## src/hdl/bsst_pkg.sv

```systemverilog
// package for the bounded set span tracker: widths, codes, state type and defaults
package bsst_pkg;

  localparam int MAX_ENTRIES_DEF = 1024;
  localparam int VAL_W           = 32;
  localparam int CAP_W           = 11;
  localparam int CNT_OUT_W       = 11;
  localparam int STATUS_W        = 2;
  localparam int SPAN_W          = 32;

  localparam logic [CAP_W-1:0]  CAP_RESET      = 11'd1024;
  localparam logic [VAL_W-1:0]  MIN_RESET      = 32'h7FFF_FFFF;
  localparam logic [VAL_W-1:0]  MAX_RESET      = 32'h8000_0000;
  localparam logic [SPAN_W-1:0] SHORTEST_RESET = 32'hFFFF_FFFF;

  // result status codes
  localparam logic [STATUS_W-1:0] ST_VALID    = 2'd0;
  localparam logic [STATUS_W-1:0] ST_TOO_FEW  = 2'd1;
  localparam logic [STATUS_W-1:0] ST_REJECTED = 2'd2;

  // sequencer states
  typedef enum logic [2:0] {
    S_IDLE,
    S_SCAN,
    S_DRAIN,
    S_COMMIT,
    S_RESULT
  } state_t;

endpackage

```

## src/hdl/bsst_span_alu.sv

```systemverilog
// shared absolute difference unit for two signed 32-bit values
module bsst_span_alu (
  input  logic signed [bsst_pkg::VAL_W-1:0]  a,
  input  logic signed [bsst_pkg::VAL_W-1:0]  b,
  output logic        [bsst_pkg::SPAN_W-1:0] diff
);

  logic signed [bsst_pkg::VAL_W:0] sub;
  logic signed [bsst_pkg::VAL_W:0] mag;

  // one wide subtract, then negate when negative
  always_comb begin
    sub  = {a[bsst_pkg::VAL_W-1], a} - {b[bsst_pkg::VAL_W-1], b};
    mag  = sub[bsst_pkg::VAL_W] ? -sub : sub;
    diff = mag[bsst_pkg::SPAN_W-1:0];
  end

endmodule

```

## config.mk

```make
export PLATFORM = sky130hd
export DESIGN_NAME = bsst_span_alu
export DESIGN_NICKNAME = d
export VERILOG_FILES = /design/src/hdl/bsst_pkg.sv /design/src/hdl/bsst_span_alu.sv
export SDC_FILE = /design/constraint.sdc
export NUM_CORES = 1
export LEC_CHECK = 0
export BUFFER_PORTS_ARGS = -buffer_cell sky130_fd_sc_hd__buf_2
export CORE_MARGIN = 2
export CORE_UTILIZATION = 25
export DETAILED_ROUTE_END_ITERATION = 12
export SYNTH_ARGS = -nofsm -noshare
export SYNTH_HDL_FRONTEND = slang
export SYNTH_SLANG_ARGS = --single-unit
```

## constraint.sdc

```tcl
create_clock -name vclk -period 4
set_input_delay 0.6 -clock vclk [all_inputs]
set_output_delay 0.6 -clock vclk [all_outputs]
set_load 0.02 [all_outputs]
```

==> load_flow_metrics.sql, run 1 <==
INSERT INTO impl_metrics (metric_group, metric, value, unit) VALUES
('timing', 'final_max_slew_viol_count', '0', ''),
('run', 'maxCapViolations', '0', ''),
('grt', 'grt_start_max_net_pins', '10', ''),
('detailed_routing', 'met2WireLength', '6.22', 'mm'),
('detailed_routing', 'drcViolationCount', '0', ''),
('setup_path', 'crit_path_end_kind', 'primary output', ''),
('logic_synthesis', 'syn_area_per_cell', '6.81', 'µm²'),
('timing', 'rsz0062_at_grt', 'yes', ''),
('logic_synthesis', 'synth.most_common_cell', 'sky130_fd_sc_hd__inv_1', ''),
('run_status', 'violations', 'setup timing', ''),
('timing', 'fin_crit_sh', '1.09', ''),
('grt', 'globalRouteTotalUtil', '0.165', ''),
('setup_path', 'path_class', 'in2out', ''),
('timing', 'timing.max_slew.rel_slack', '0.575', ''),
('placement', 'placedCellCount', '866', ''),
('detailed_routing', 'route.met3.wl', '503', 'µm'),
('setup_path', 'path_max_fanout', '5', ''),
('finish', 'design.seq.count', '0', ''),
('finish', 'antenna_cells_inserted', '0', ''),
('setup_path', 'worstPathArrival', '3780', 'ps'),
('finish', 'design_area', '5940', 'µm²'),
('power_and_ir_drop', 'irDropWorstVdd', '0.106', 'mV'),
('detailed_routing', 'avgRoutedWirePerCell', '14.1', 'µm'),
('die', 'core_area', '12700', 'µm²'),
('grt', 'overflow', '0', ''),
('setup_path', 'worst-endpoint-required', '3400', 'ps'),
('timing', 'tightestPinTransition', '630', 'ps'),
('detailed_routing', 'routed_via_density', '4.88', ''),
('detailed_routing', 'route.antenna.remaining_nets', '0', ''),
('logic_synthesis', 'yosys-top-cells-area', 'sky130_fd_sc_hd__ha_1, sky130_fd_sc_hd__xnor2_1, sky130_fd_sc_hd__a21oi_1', ''),
('logic_synthesis', 'yosysUniqueCellTypes', '77', ''),
('run_status', 'status', 'finished, violations left', ''),
('timing', 'finalCriticalPeriod', '4380', 'ps'),
('detailed_routing', 'routed.top_layer', 'met4', ''),
('grt', 'grt_first_pass_wirelength', '20.0', 'mm'),
('timing', 'finalSetupViolCount', '30', ''),
('finish', 'multiInputGateArea', '3620', 'µm²'),
('timing', 'layout_setup_ws', '-378', 'ps'),
('logic_synthesis', 'synth_top_area_share', '0.127', ''),
('die', 'ios', '96', ''),
('die', 'floorplan.initialDensity', '0.257', ''),
('power_and_ir_drop', 'power.leakage', '0.00279', 'µW'),
('timing', 'clock.fmax', '0.228', 'GHz'),
('placement', 'port_buffer_count', '96', ''),
('finish', 'final_design_utilization', '0.469', ''),
('detailed_routing', 'drt_first_iter_violations', '164', ''),
('logic_synthesis', 'post_synthesis_net_count', '577', ''),
('logic_synthesis', 'synthCells', '479', ''),
('detailed_routing', 'route.vias.total', '4382', ''),
('power_and_ir_drop', 'power-per-cell-area', '249', 'nW/µm²'),
('grt', 'grt_antenna_before_repair', '0', ''),
('logic_synthesis', 'synth-warning-count', '0', ''),
('detailed_routing', 'drt-met1-wl', '5.79', 'mm'),
('placement', 'placed_cell_area', '4940', 'µm²'),
('min_path', 'hold_path_class', 'in2out', ''),
('finish', 'seq_area', '0', 'µm²'),
('placement', 'gpl.final_weighted_congestion', '0.908', ''),
('detailed_routing', 'drt_first_pass_iters', '4', ''),
('setup_path', 'critical_path.startpoint_type', 'primary input', ''),
('finish', 'design.final.nets', '826', ''),
('die', 'die_area', '14000', 'µm²'),
('placement', 'minimum_setup_slack_after_placement', '-418', 'ps'),
('timing', 'timing.final.hold_violations', '0', ''),
('finish', 'area_growth', '82.2', '%'),
('finish', 'fillCellCount', '1236', ''),
('placement', 'post-dp-hpwl', '9.65', 'mm'),
('logic_synthesis', 'post_synth_instance_area', '3260', 'µm²'),
('die', 'number_of_standard_cell_rows_in_the_floorplan', '41', ''),
('finish', 'final_cell_count_no_fill', '898', ''),
('die', 'die_w', '118', 'µm'),
('logic_synthesis', 'yosys.area.top_type', 'sky130_fd_sc_hd__ha_1', ''),
('die', 'fp.dieH', '118', 'µm'),
('grt', 'first_global_vias', '4318', ''),
('logic_synthesis', 'synth.top_cells.by_count', 'sky130_fd_sc_hd__inv_1, sky130_fd_sc_hd__nand2_1, sky130_fd_sc_hd__a21oi_1, sky130_fd_sc_hd__nor2_1, sky130_fd_sc_hd__ha_1', ''),
('finish', 'number_of_clock_buffer_instances_in_the_layout', '0', ''),
('timing', 'fin_hold_ws', '1620', 'ps'),
('detailed_routing', 'wl', '12.6', 'mm'),
('logic_synthesis', 'ys_seq_area_frac', '0', ''),
('finish', 'drive_gt1_frac', '0.521', '');
==> cells by family (layout without fill, tap and decap cells) <==
group,Yosys count,count (layout),synth area share
AND/OR/NAND/NOR,159,159,0.259
buffers and inverters,67,314,0.0860
multiplexers,4,4,0.0127
AO/OA/AOI/OAI,169,169,0.384
adder cells (fa/ha/maj),34,34,0.133
XOR/XNOR,46,46,0.126
==> final cells by class <==
| cell class | instances | share of cell area |
|---|---|---|
| Inverter | 49 | 0.0314 |
| Multi-Input combinational cell | 412 | 0.610 |
| Tap cell | 172 | 0.0362 |
| Timing Repair Buffer | 265 | 0.322 |
==> what timing repair did <==
| item | in CTS | in global routing |
|---|---|---|
| pin swaps | 46 | 37 |
| hold buffers | 0 | 0 |
| setup buffers | 22 | 14 |
| endpoints found under the setup margin | 31 | 31 |
| gates resized for setup | 115 | 64 |
| gates cloned | 3 | 0 |
==> worst max-delay path, cell delays in order <==
cell and delay, ps:
sky130_fd_sc_hd__buf_8 100, sky130_fd_sc_hd__inv_4 40, sky130_fd_sc_hd__ha_4 130, sky130_fd_sc_hd__inv_2 30
sky130_fd_sc_hd__fa_2 360, sky130_fd_sc_hd__a211oi_4 340, sky130_fd_sc_hd__o21ai_4 140, sky130_fd_sc_hd__a311oi_2 240
sky130_fd_sc_hd__o21bai_1 130, sky130_fd_sc_hd__nor4b_2 280, sky130_fd_sc_hd__nor4b_4 310, sky130_fd_sc_hd__buf_4 180
sky130_fd_sc_hd__nand4_4 140, sky130_fd_sc_hd__buf_4 180, sky130_fd_sc_hd__nor4_4 310, sky130_fd_sc_hd__nor4_4 90
sky130_fd_sc_hd__buf_4 170
==> cells in the final DEF (no fill, tap or decap), types with 6 or more instances in the layout <==
| master | n |
|---|---|
| sky130_fd_sc_hd__nor2_1 | 34 |
| sky130_fd_sc_hd__nand2b_1 | 6 |
| sky130_fd_sc_hd__o211ai_1 | 9 |
| sky130_fd_sc_hd__nand3_1 | 8 |
| sky130_fd_sc_hd__buf_6 | 10 |
| sky130_fd_sc_hd__a21oi_2 | 6 |
| sky130_fd_sc_hd__xor2_1 | 17 |
| sky130_fd_sc_hd__xnor2_1 | 11 |
| sky130_fd_sc_hd__buf_2 | 64 |
| sky130_fd_sc_hd__a211oi_1 | 6 |
| sky130_fd_sc_hd__or2_2 | 6 |
| sky130_fd_sc_hd__nand4_1 | 10 |
| sky130_fd_sc_hd__o21ai_4 | 8 |
| sky130_fd_sc_hd__nand2_1 | 38 |
| sky130_fd_sc_hd__nor3_1 | 6 |
| sky130_fd_sc_hd__buf_4 | 186 |
| sky130_fd_sc_hd__a21o_1 | 13 |
| sky130_fd_sc_hd__inv_1 | 47 |
| sky130_fd_sc_hd__a21oi_1 | 33 |
| sky130_fd_sc_hd__ha_1 | 29 |
| sky130_fd_sc_hd__o21ai_0 | 18 |
| sky130_fd_sc_hd__xnor2_2 | 14 |
==> final timing paths <==
kind,startpoint,to,slack (ps),cells after the start
max,a[0],diff[31],-380,17
min,b[0],diff[0],1620,4
==> per-layer routing <==
metal,up-vias,GRT usage
met3,12,0.0111
met1,2008,0.218
li1,2260,-
met4,0,0.0143
met2,102,0.305
met5,-,0
==> where the power goes <==
| group | switching [µW] | internal [µW] |
|---|---|---|
| Combinational | 775 | 706 |
| Clock | 0 | 0 |
| Sequential | 0 | 0 |
==> metrics by stage <==
step,total power (µW),setup TNS [ps]
2_1_floorplan,700,-56.7
3_3_place_gp,1170,-5010
3_5_place_dp,1170,-7860
4_1_cts,1390,-3830
5_1_grt,1580,-8830
6_report,1480,-4230
Note: power is estimated with default switching activity, not from simulation.
==> run 2, diff against run 1 <==
--- a/config.mk
+++ b/config.mk
@@ -9,6 +9,8 @@
 export CORE_MARGIN = 2
 export CORE_UTILIZATION = 25
 export DETAILED_ROUTE_END_ITERATION = 12
+export SLEW_MARGIN = 20
 export SYNTH_ARGS = -nofsm -noshare
 export SYNTH_HDL_FRONTEND = slang
 export SYNTH_SLANG_ARGS = --single-unit
+export TNS_END_PERCENT = 20
==> run 2 against run 1 <==
  * Flip-flop and latch count unchanged
  * Final area decreased by 7.8%
  * Critical path type unchanged
  * Total power shrank 11%
  * Worst hold slack is essentially flat
  * The flow still finishes with violations (setup timing)
  * Highest routed layer unchanged
  * Routed wire length is 8.7% lower
  * Via count decreased by 3.4%
  * Global-route usage decreased by 1.0 points
  * Critical endpoint unchanged
  * Worst setup slack improved by 69 ps
==> load_flow_metrics.sql, run 2 (synthesis gave the netlist of run 1 again) <==
INSERT INTO impl_metrics (metric_group, metric, value, unit) VALUES
('finish', 'area_growth', '67.9', '%'),
('timing', 'tightestPinTransition', '529', 'ps'),
('timing', 'layout_setup_ws', '-309', 'ps'),
('run_status', 'violations', 'setup timing', ''),
('detailed_routing', 'avgRoutedWirePerCell', '13.1', 'µm'),
('grt', 'overflow', '0', ''),
('grt', 'grt_antenna_before_repair', '0', ''),
('timing', 'timing.max_slew.rel_slack', '0.647', ''),
('detailed_routing', 'drt_first_pass_iters', '4', ''),
('run_status', 'status', 'finished, violations left', ''),
('timing', 'fin_crit_sh', '1.08', ''),
('run', 'maxCapViolations', '0', ''),
('finish', 'final_common_cell', 'sky130_fd_sc_hd__buf_4', ''),
('die', 'fp.dieH', '118', 'µm'),
('timing', 'clock.fmax', '0.232', 'GHz'),
('timing', 'finalSetupViolCount', '24', ''),
('min_path', 'hold_path_startpoint', 'b[0]', ''),
('finish', 'seq_area', '0', 'µm²'),
('power_and_ir_drop', 'p_total', '1310', 'µW'),
('timing', 'fin_hold_ws', '1620', 'ps'),
('grt', 'first_global_vias', '4122', ''),
('finish', 'antenna_cells_inserted', '0', ''),
('placement', 'minimum_setup_slack_after_placement', '-418', 'ps'),
('detailed_routing', 'drt_first_iter_violations', '162', ''),
('die', 'ios', '96', ''),
('setup_path', 'crit_path_end_kind', 'primary output', ''),
('finish', 'fillCellCount', '1308', ''),
('clocking', 'hold_buffer_count_at_cts', '0', ''),
('placement', 'post-dp-hpwl', '9.65', 'mm'),
('die', 'floorplan.initialDensity', '0.257', ''),
('placement', 'gpl.final_weighted_congestion', '0.908', ''),
('timing', 'timing.final.hold_violations', '0', ''),
('die', 'die_area', '14000', 'µm²'),
('placement', 'port_buffer_count', '96', ''),
('setup_path', 'worst-endpoint-required', '3400', 'ps'),
('finish', 'drive_gt1_frac', '0.459', ''),
('finish', 'final_design_utilization', '0.432', ''),
('detailed_routing', 'routed_via_density', '4.80', ''),
('timing', 'rsz0062_at_grt', 'yes', ''),
('setup_path', 'path_max_fanout', '4', ''),
('grt', 'grt_start_max_net_pins', '26', ''),
('timing', 'final.setup.tns', '-3120', 'ps'),
('finish', 'design.seq.count', '0', ''),
('detailed_routing', 'route.vias.total', '4235', ''),
('finish', 'number_of_clock_buffer_instances_in_the_layout', '0', ''),
('setup_path', 'worstPathArrival', '3710', 'ps'),
('grt', 'grt_first_pass_wirelength', '18.9', 'mm'),
('finish', 'layout_common_cells', 'sky130_fd_sc_hd__buf_4, sky130_fd_sc_hd__buf_2, sky130_fd_sc_hd__inv_1', ''),
('setup_path', 'critical_path.startpoint_type', 'primary input', ''),
('finish', 'design.final.nets', '810', ''),
('detailed_routing', 'wl', '11.6', 'mm'),
('power_and_ir_drop', 'power-per-cell-area', '240', 'nW/µm²'),
('die', 'core_area', '12700', 'µm²'),
('finish', 'multiInputGateArea', '3350', 'µm²'),
('timing', 'final_max_slew_viol_count', '0', ''),
('min_path', 'hold_path_class', 'in2out', ''),
('power_and_ir_drop', 'irDropWorstVdd', '0.0869', 'mV'),
('die', 'number_of_standard_cell_rows_in_the_floorplan', '41', ''),
('power_and_ir_drop', 'power.leakage', '0.00258', 'µW'),
('timing', 'finalCriticalPeriod', '4310', 'ps'),
('setup_path', 'worstSetupStartpoint', 'a[0]', ''),
('detailed_routing', 'route.antenna.remaining_nets', '0', ''),
('die', 'die_w', '118', 'µm'),
('setup_path', 'path_class', 'in2out', ''),
('detailed_routing', 'drcViolationCount', '0', ''),
('grt', 'globalRouteTotalUtil', '0.155', '');
[run 2: power by group]
part	leakage (µW)	internal, µW	switching, µW
Clock	0	0	0
Combinational	0.00258	608	705
Sequential	0	0	0
[run 2: metal layers]
metal  wire length, µm  global-route usage
met5                 0                   0
met4               109              0.0143
met3               499              0.0140
met2              5420               0.275
met1              5520               0.212
[run 2: critical path, stage by stage]
cell and delay (ps):
sky130_fd_sc_hd__buf_8 100, sky130_fd_sc_hd__inv_4 40, sky130_fd_sc_hd__ha_4 130, sky130_fd_sc_hd__inv_2 30, sky130_fd_sc_hd__fa_2 360, sky130_fd_sc_hd__a211oi_4 330, sky130_fd_sc_hd__o211ai_2 120, sky130_fd_sc_hd__buf_4 150
sky130_fd_sc_hd__nand4_1 160, sky130_fd_sc_hd__a21oi_2 80, sky130_fd_sc_hd__or3_4 360, sky130_fd_sc_hd__a21oi_4 160, sky130_fd_sc_hd__nand4_1 220, sky130_fd_sc_hd__o311a_1 450, sky130_fd_sc_hd__nor4_4 230, sky130_fd_sc_hd__buf_4 180
[run 2: timing repair]
action | CTS | global route
setup endpoints to repair | 31 | 31
cloned | 0 | 0
resized for setup | 49 | 42
buffers inserted | 12 | 5
pin swaps | 28 | 22
[run 2: cell type report]
type | count | share of cell area
inverters | 49 | 0.0341
multi-input cells | 412 | 0.613
well taps | 172 | 0.0393
repair buffers | 249 | 0.314
[run 2: through the flow]
stage               cell area [µm²]  std cells
floorplan                      3290        479
global placement               4940        866
detailed placement             4940        866
CTS                            5270        877
global route                   5470        882
finish                         5470        882
[run 2: worst paths after layout]
| check | to | slack [ps] | cells past startpoint |
|---|---|---|---|
| setup / recovery | diff[31] | -310 | 16 |
| hold / removal | diff[0] | 1620 | 4 |
==> run 3, diff against run 2 <==
--- a/config.mk
+++ b/config.mk
@@ -9,6 +9,7 @@
 export CORE_MARGIN = 2
 export CORE_UTILIZATION = 25
 export DETAILED_ROUTE_END_ITERATION = 12
+export GPL_ROUTABILITY_DRIVEN = 0
 export SLEW_MARGIN = 20
 export SYNTH_ARGS = -nofsm -noshare
 export SYNTH_HDL_FRONTEND = slang
==> constraint.sdc (replaced) <==
create_clock -name vclk -period 4
set_input_delay 0.2 -clock vclk [all_inputs]
set_output_delay 0.2 -clock vclk [all_outputs]
set_load 0.02 [all_outputs]
==> run 3 against run 2 <==
  * The run now ends clean
  * Flip-flop and latch count unchanged
  * Via count down 13%
  * Global-route usage down 1.9 points
  * Final area fell by 27%
  * Worst hold slack worse by 800 ps
  * Largest power group unchanged
  * Sequential share of layout area unchanged
==> load_flow_metrics.sql, run 3 (synthesis gave the netlist of run 1 again) <==
INSERT INTO impl_metrics (metric_group, metric, value, unit) VALUES
('setup_path', 'worst-endpoint-required', '3800', 'ps'),
('setup_path', 'path_class', 'in2out', ''),
('finish', 'design.seq.count', '0', ''),
('finish', 'antenna_cells_inserted', '0', ''),
('die', 'die_area', '14000', 'µm²'),
('die', 'floorplan.initialDensity', '0.257', ''),
('setup_path', 'path_max_fanout', '4', ''),
('setup_path', 'critical_path.startpoint_type', 'primary input', ''),
('min_path', 'hold_path_startpoint', 'b[0]', ''),
('run_status', 'status', 'finished, final reports clean', ''),
('setup_path', 'critical_path_buf_inv_count', '5', ''),
('grt', 'overflow', '0', ''),
('grt', 'globalRouteMet1Util', '0.199', ''),
('grt', 'grt_use_met2', '0.228', ''),
('detailed_routing', 'routed_via_density', '5.00', ''),
('die', 'die_w', '118', 'µm'),
('setup_path', 'crit_path_end_kind', 'primary output', ''),
('timing', 'tightestPinTransition', '712', 'ps'),
('die', 'core_area', '12700', 'µm²'),
('setup_path', 'worstPathArrival', '3530', 'ps'),
('detailed_routing', 'route.vias.total', '3677', ''),
('timing', 'finalSetupViolCount', '0', ''),
('detailed_routing', 'wl', '10.1', 'mm'),
('placement', 'post-dp-hpwl', '8.52', 'mm'),
('run', 'maxCapViolations', '0', ''),
('grt', 'grt_first_pass_wirelength', '16.5', 'mm'),
('finish', 'number_of_clock_buffer_instances_in_the_layout', '0', ''),
('power_and_ir_drop', 'power.leakage', '0.00178', 'µW'),
('finish', 'final_common_cell', 'sky130_fd_sc_hd__buf_2', ''),
('grt', 'gr-usage-met3', '0.0121', ''),
('placement', 'port_buffer_count', '96', ''),
('grt', 'first_global_vias', '3343', ''),
('grt', 'layer_with_the_highest_usage_after_global_routing', 'met2', ''),
('timing', 'timing.max_slew.rel_slack', '0.518', ''),
('finish', 'area_growth', '21.8', '%'),
('finish', 'seq_area', '0', 'µm²'),
('setup_path', 'slowest_stage_delay_on_critical_path', '400', 'ps'),
('setup_path', 'crit_path_top_delay_cell', 'sky130_fd_sc_hd__fa_2', ''),
('setup_path', 'worstSetupStartpoint', 'a[0]', ''),
('timing', 'rsz0062_at_grt', 'yes', ''),
('timing', 'finalCriticalPeriod', '3730', 'ps'),
('die', 'fp.dieH', '118', 'µm'),
('grt', 'globalRouteTotalUtil', '0.136', ''),
('timing', 'clock.fmax', '0.268', 'GHz'),
('timing', 'final_max_slew_viol_count', '0', ''),
('detailed_routing', 'drcViolationCount', '0', ''),
('die', 'number_of_standard_cell_rows_in_the_floorplan', '41', ''),
('grt', 'grt_start_max_net_pins', '30', ''),
('grt', 'grt_antenna_before_repair', '0', ''),
('finish', 'drive_gt1_frac', '0.252', ''),
('die', 'ios', '96', ''),
('timing', 'fin_crit_sh', '0.933', ''),
('finish', 'layout_common_cells', 'sky130_fd_sc_hd__buf_2, sky130_fd_sc_hd__inv_1, sky130_fd_sc_hd__nand2_1', ''),
('detailed_routing', 'drt_first_iter_violations', '212', ''),
('min_path', 'hold_path_class', 'in2out', ''),
('finish', 'final_design_utilization', '0.313', ''),
('finish', 'design_area', '3970', 'µm²'),
('detailed_routing', 'drt_first_pass_iters', '4', ''),
('detailed_routing', 'avgRoutedWirePerCell', '13.7', 'µm'),
('finish', 'design.final.nets', '664', ''),
('power_and_ir_drop', 'irDropWorstVdd', '0.0893', 'mV'),
('setup_path', 'crit_path_cell_trace', 'buf_2 -> inv_1 -> ha_1 -> inv_1 -> fa_2 -> a211oi_4 -> o211ai_2 -> a31o_1 -> a2111oi_0 -> or3_1 -> nor4b_4 -> nand4_1 -> buf_4 -> o21ai_0 -> xnor2_1 -> buf_2', ''),
('placement', 'placed_cell_area', '3890', 'µm²'),
('setup_path', 'cpLargestDelayFamily', 'compound AO/OA/AOI/OAI gates', ''),
('timing', 'timing.final.hold_violations', '0', ''),
('detailed_routing', 'route.antenna.remaining_nets', '0', ''),
('power_and_ir_drop', 'power-per-cell-area', '246', 'nW/µm²');
run 3: cell types whose count changed in the layout (fill, tap and decap cells not counted), moves of 5 or more:
cell / before / now
sky130_fd_sc_hd__buf_4: 163 / 6
sky130_fd_sc_hd__buf_2: 79 / 96
sky130_fd_sc_hd__o21ai_0: 23 / 30
sky130_fd_sc_hd__a21oi_1: 34 / 39
run 3: area by class of cell:
type	instances	area (µm²)
fill	1430	8700
multi-input combinational	412	3030
timing repair buffer	103	546
tap	172	215
inverter	49	184
run 3: worst min-delay path: cells and delay by family:
kind | cells | cell delay [ps]
fa+ha+maj | 1 | 160
buf+inv | 3 | 270
run 3: worst paths after layout:
check | slack (ps) | depth (start not counted) | end
worst max-delay path | 270 | 16 | diff[24]
worst min-delay path | 820 | 4 | diff[0]
run 3: what timing repair did:
action	in CTS	in global routing
setup buffers	0	4
hold buffers	0	0
endpoints found under the setup margin	0	9
gates resized for setup	0	7
run 3: metrics by stage:
step | cells | hold WS (ps) | setup slack, ps | power [µW] | setup TNS (ps)
after floorplan | 479 | 626 | 395 | 690 | 0
after global placement | 732 | 823 | 249 | 958 | 0
after detailed placement | 732 | 829 | 108 | 957 | 0
after CTS | 732 | 829 | 84.4 | 961 | 0
after global routing | 736 | 869 | -18.8 | 1060 | -35.1
final | 736 | 823 | 268 | 978 | 0
run 3: per-layer routing:
metal / share of wire / up-vias / wire, µm
met1: 0.51 / 1645 / 5150
met5: 0 / - / 0
met2: 0.45 / 94 / 4510
met3: 0.043 / 2 / 435
met4: 0.0025 / 0 / 25
li1: - / 1936 / -
run 3: report_power, final:
| group | switching (µW) | internal, µW | total (µW) |
|---|---|---|---|
| Clock | 0 | 0 | 0 |
| Sequential | 0 | 0 | 0 |
| Combinational | 615 | 363 | 978 |
| Total | 615 | 363 | 978 |
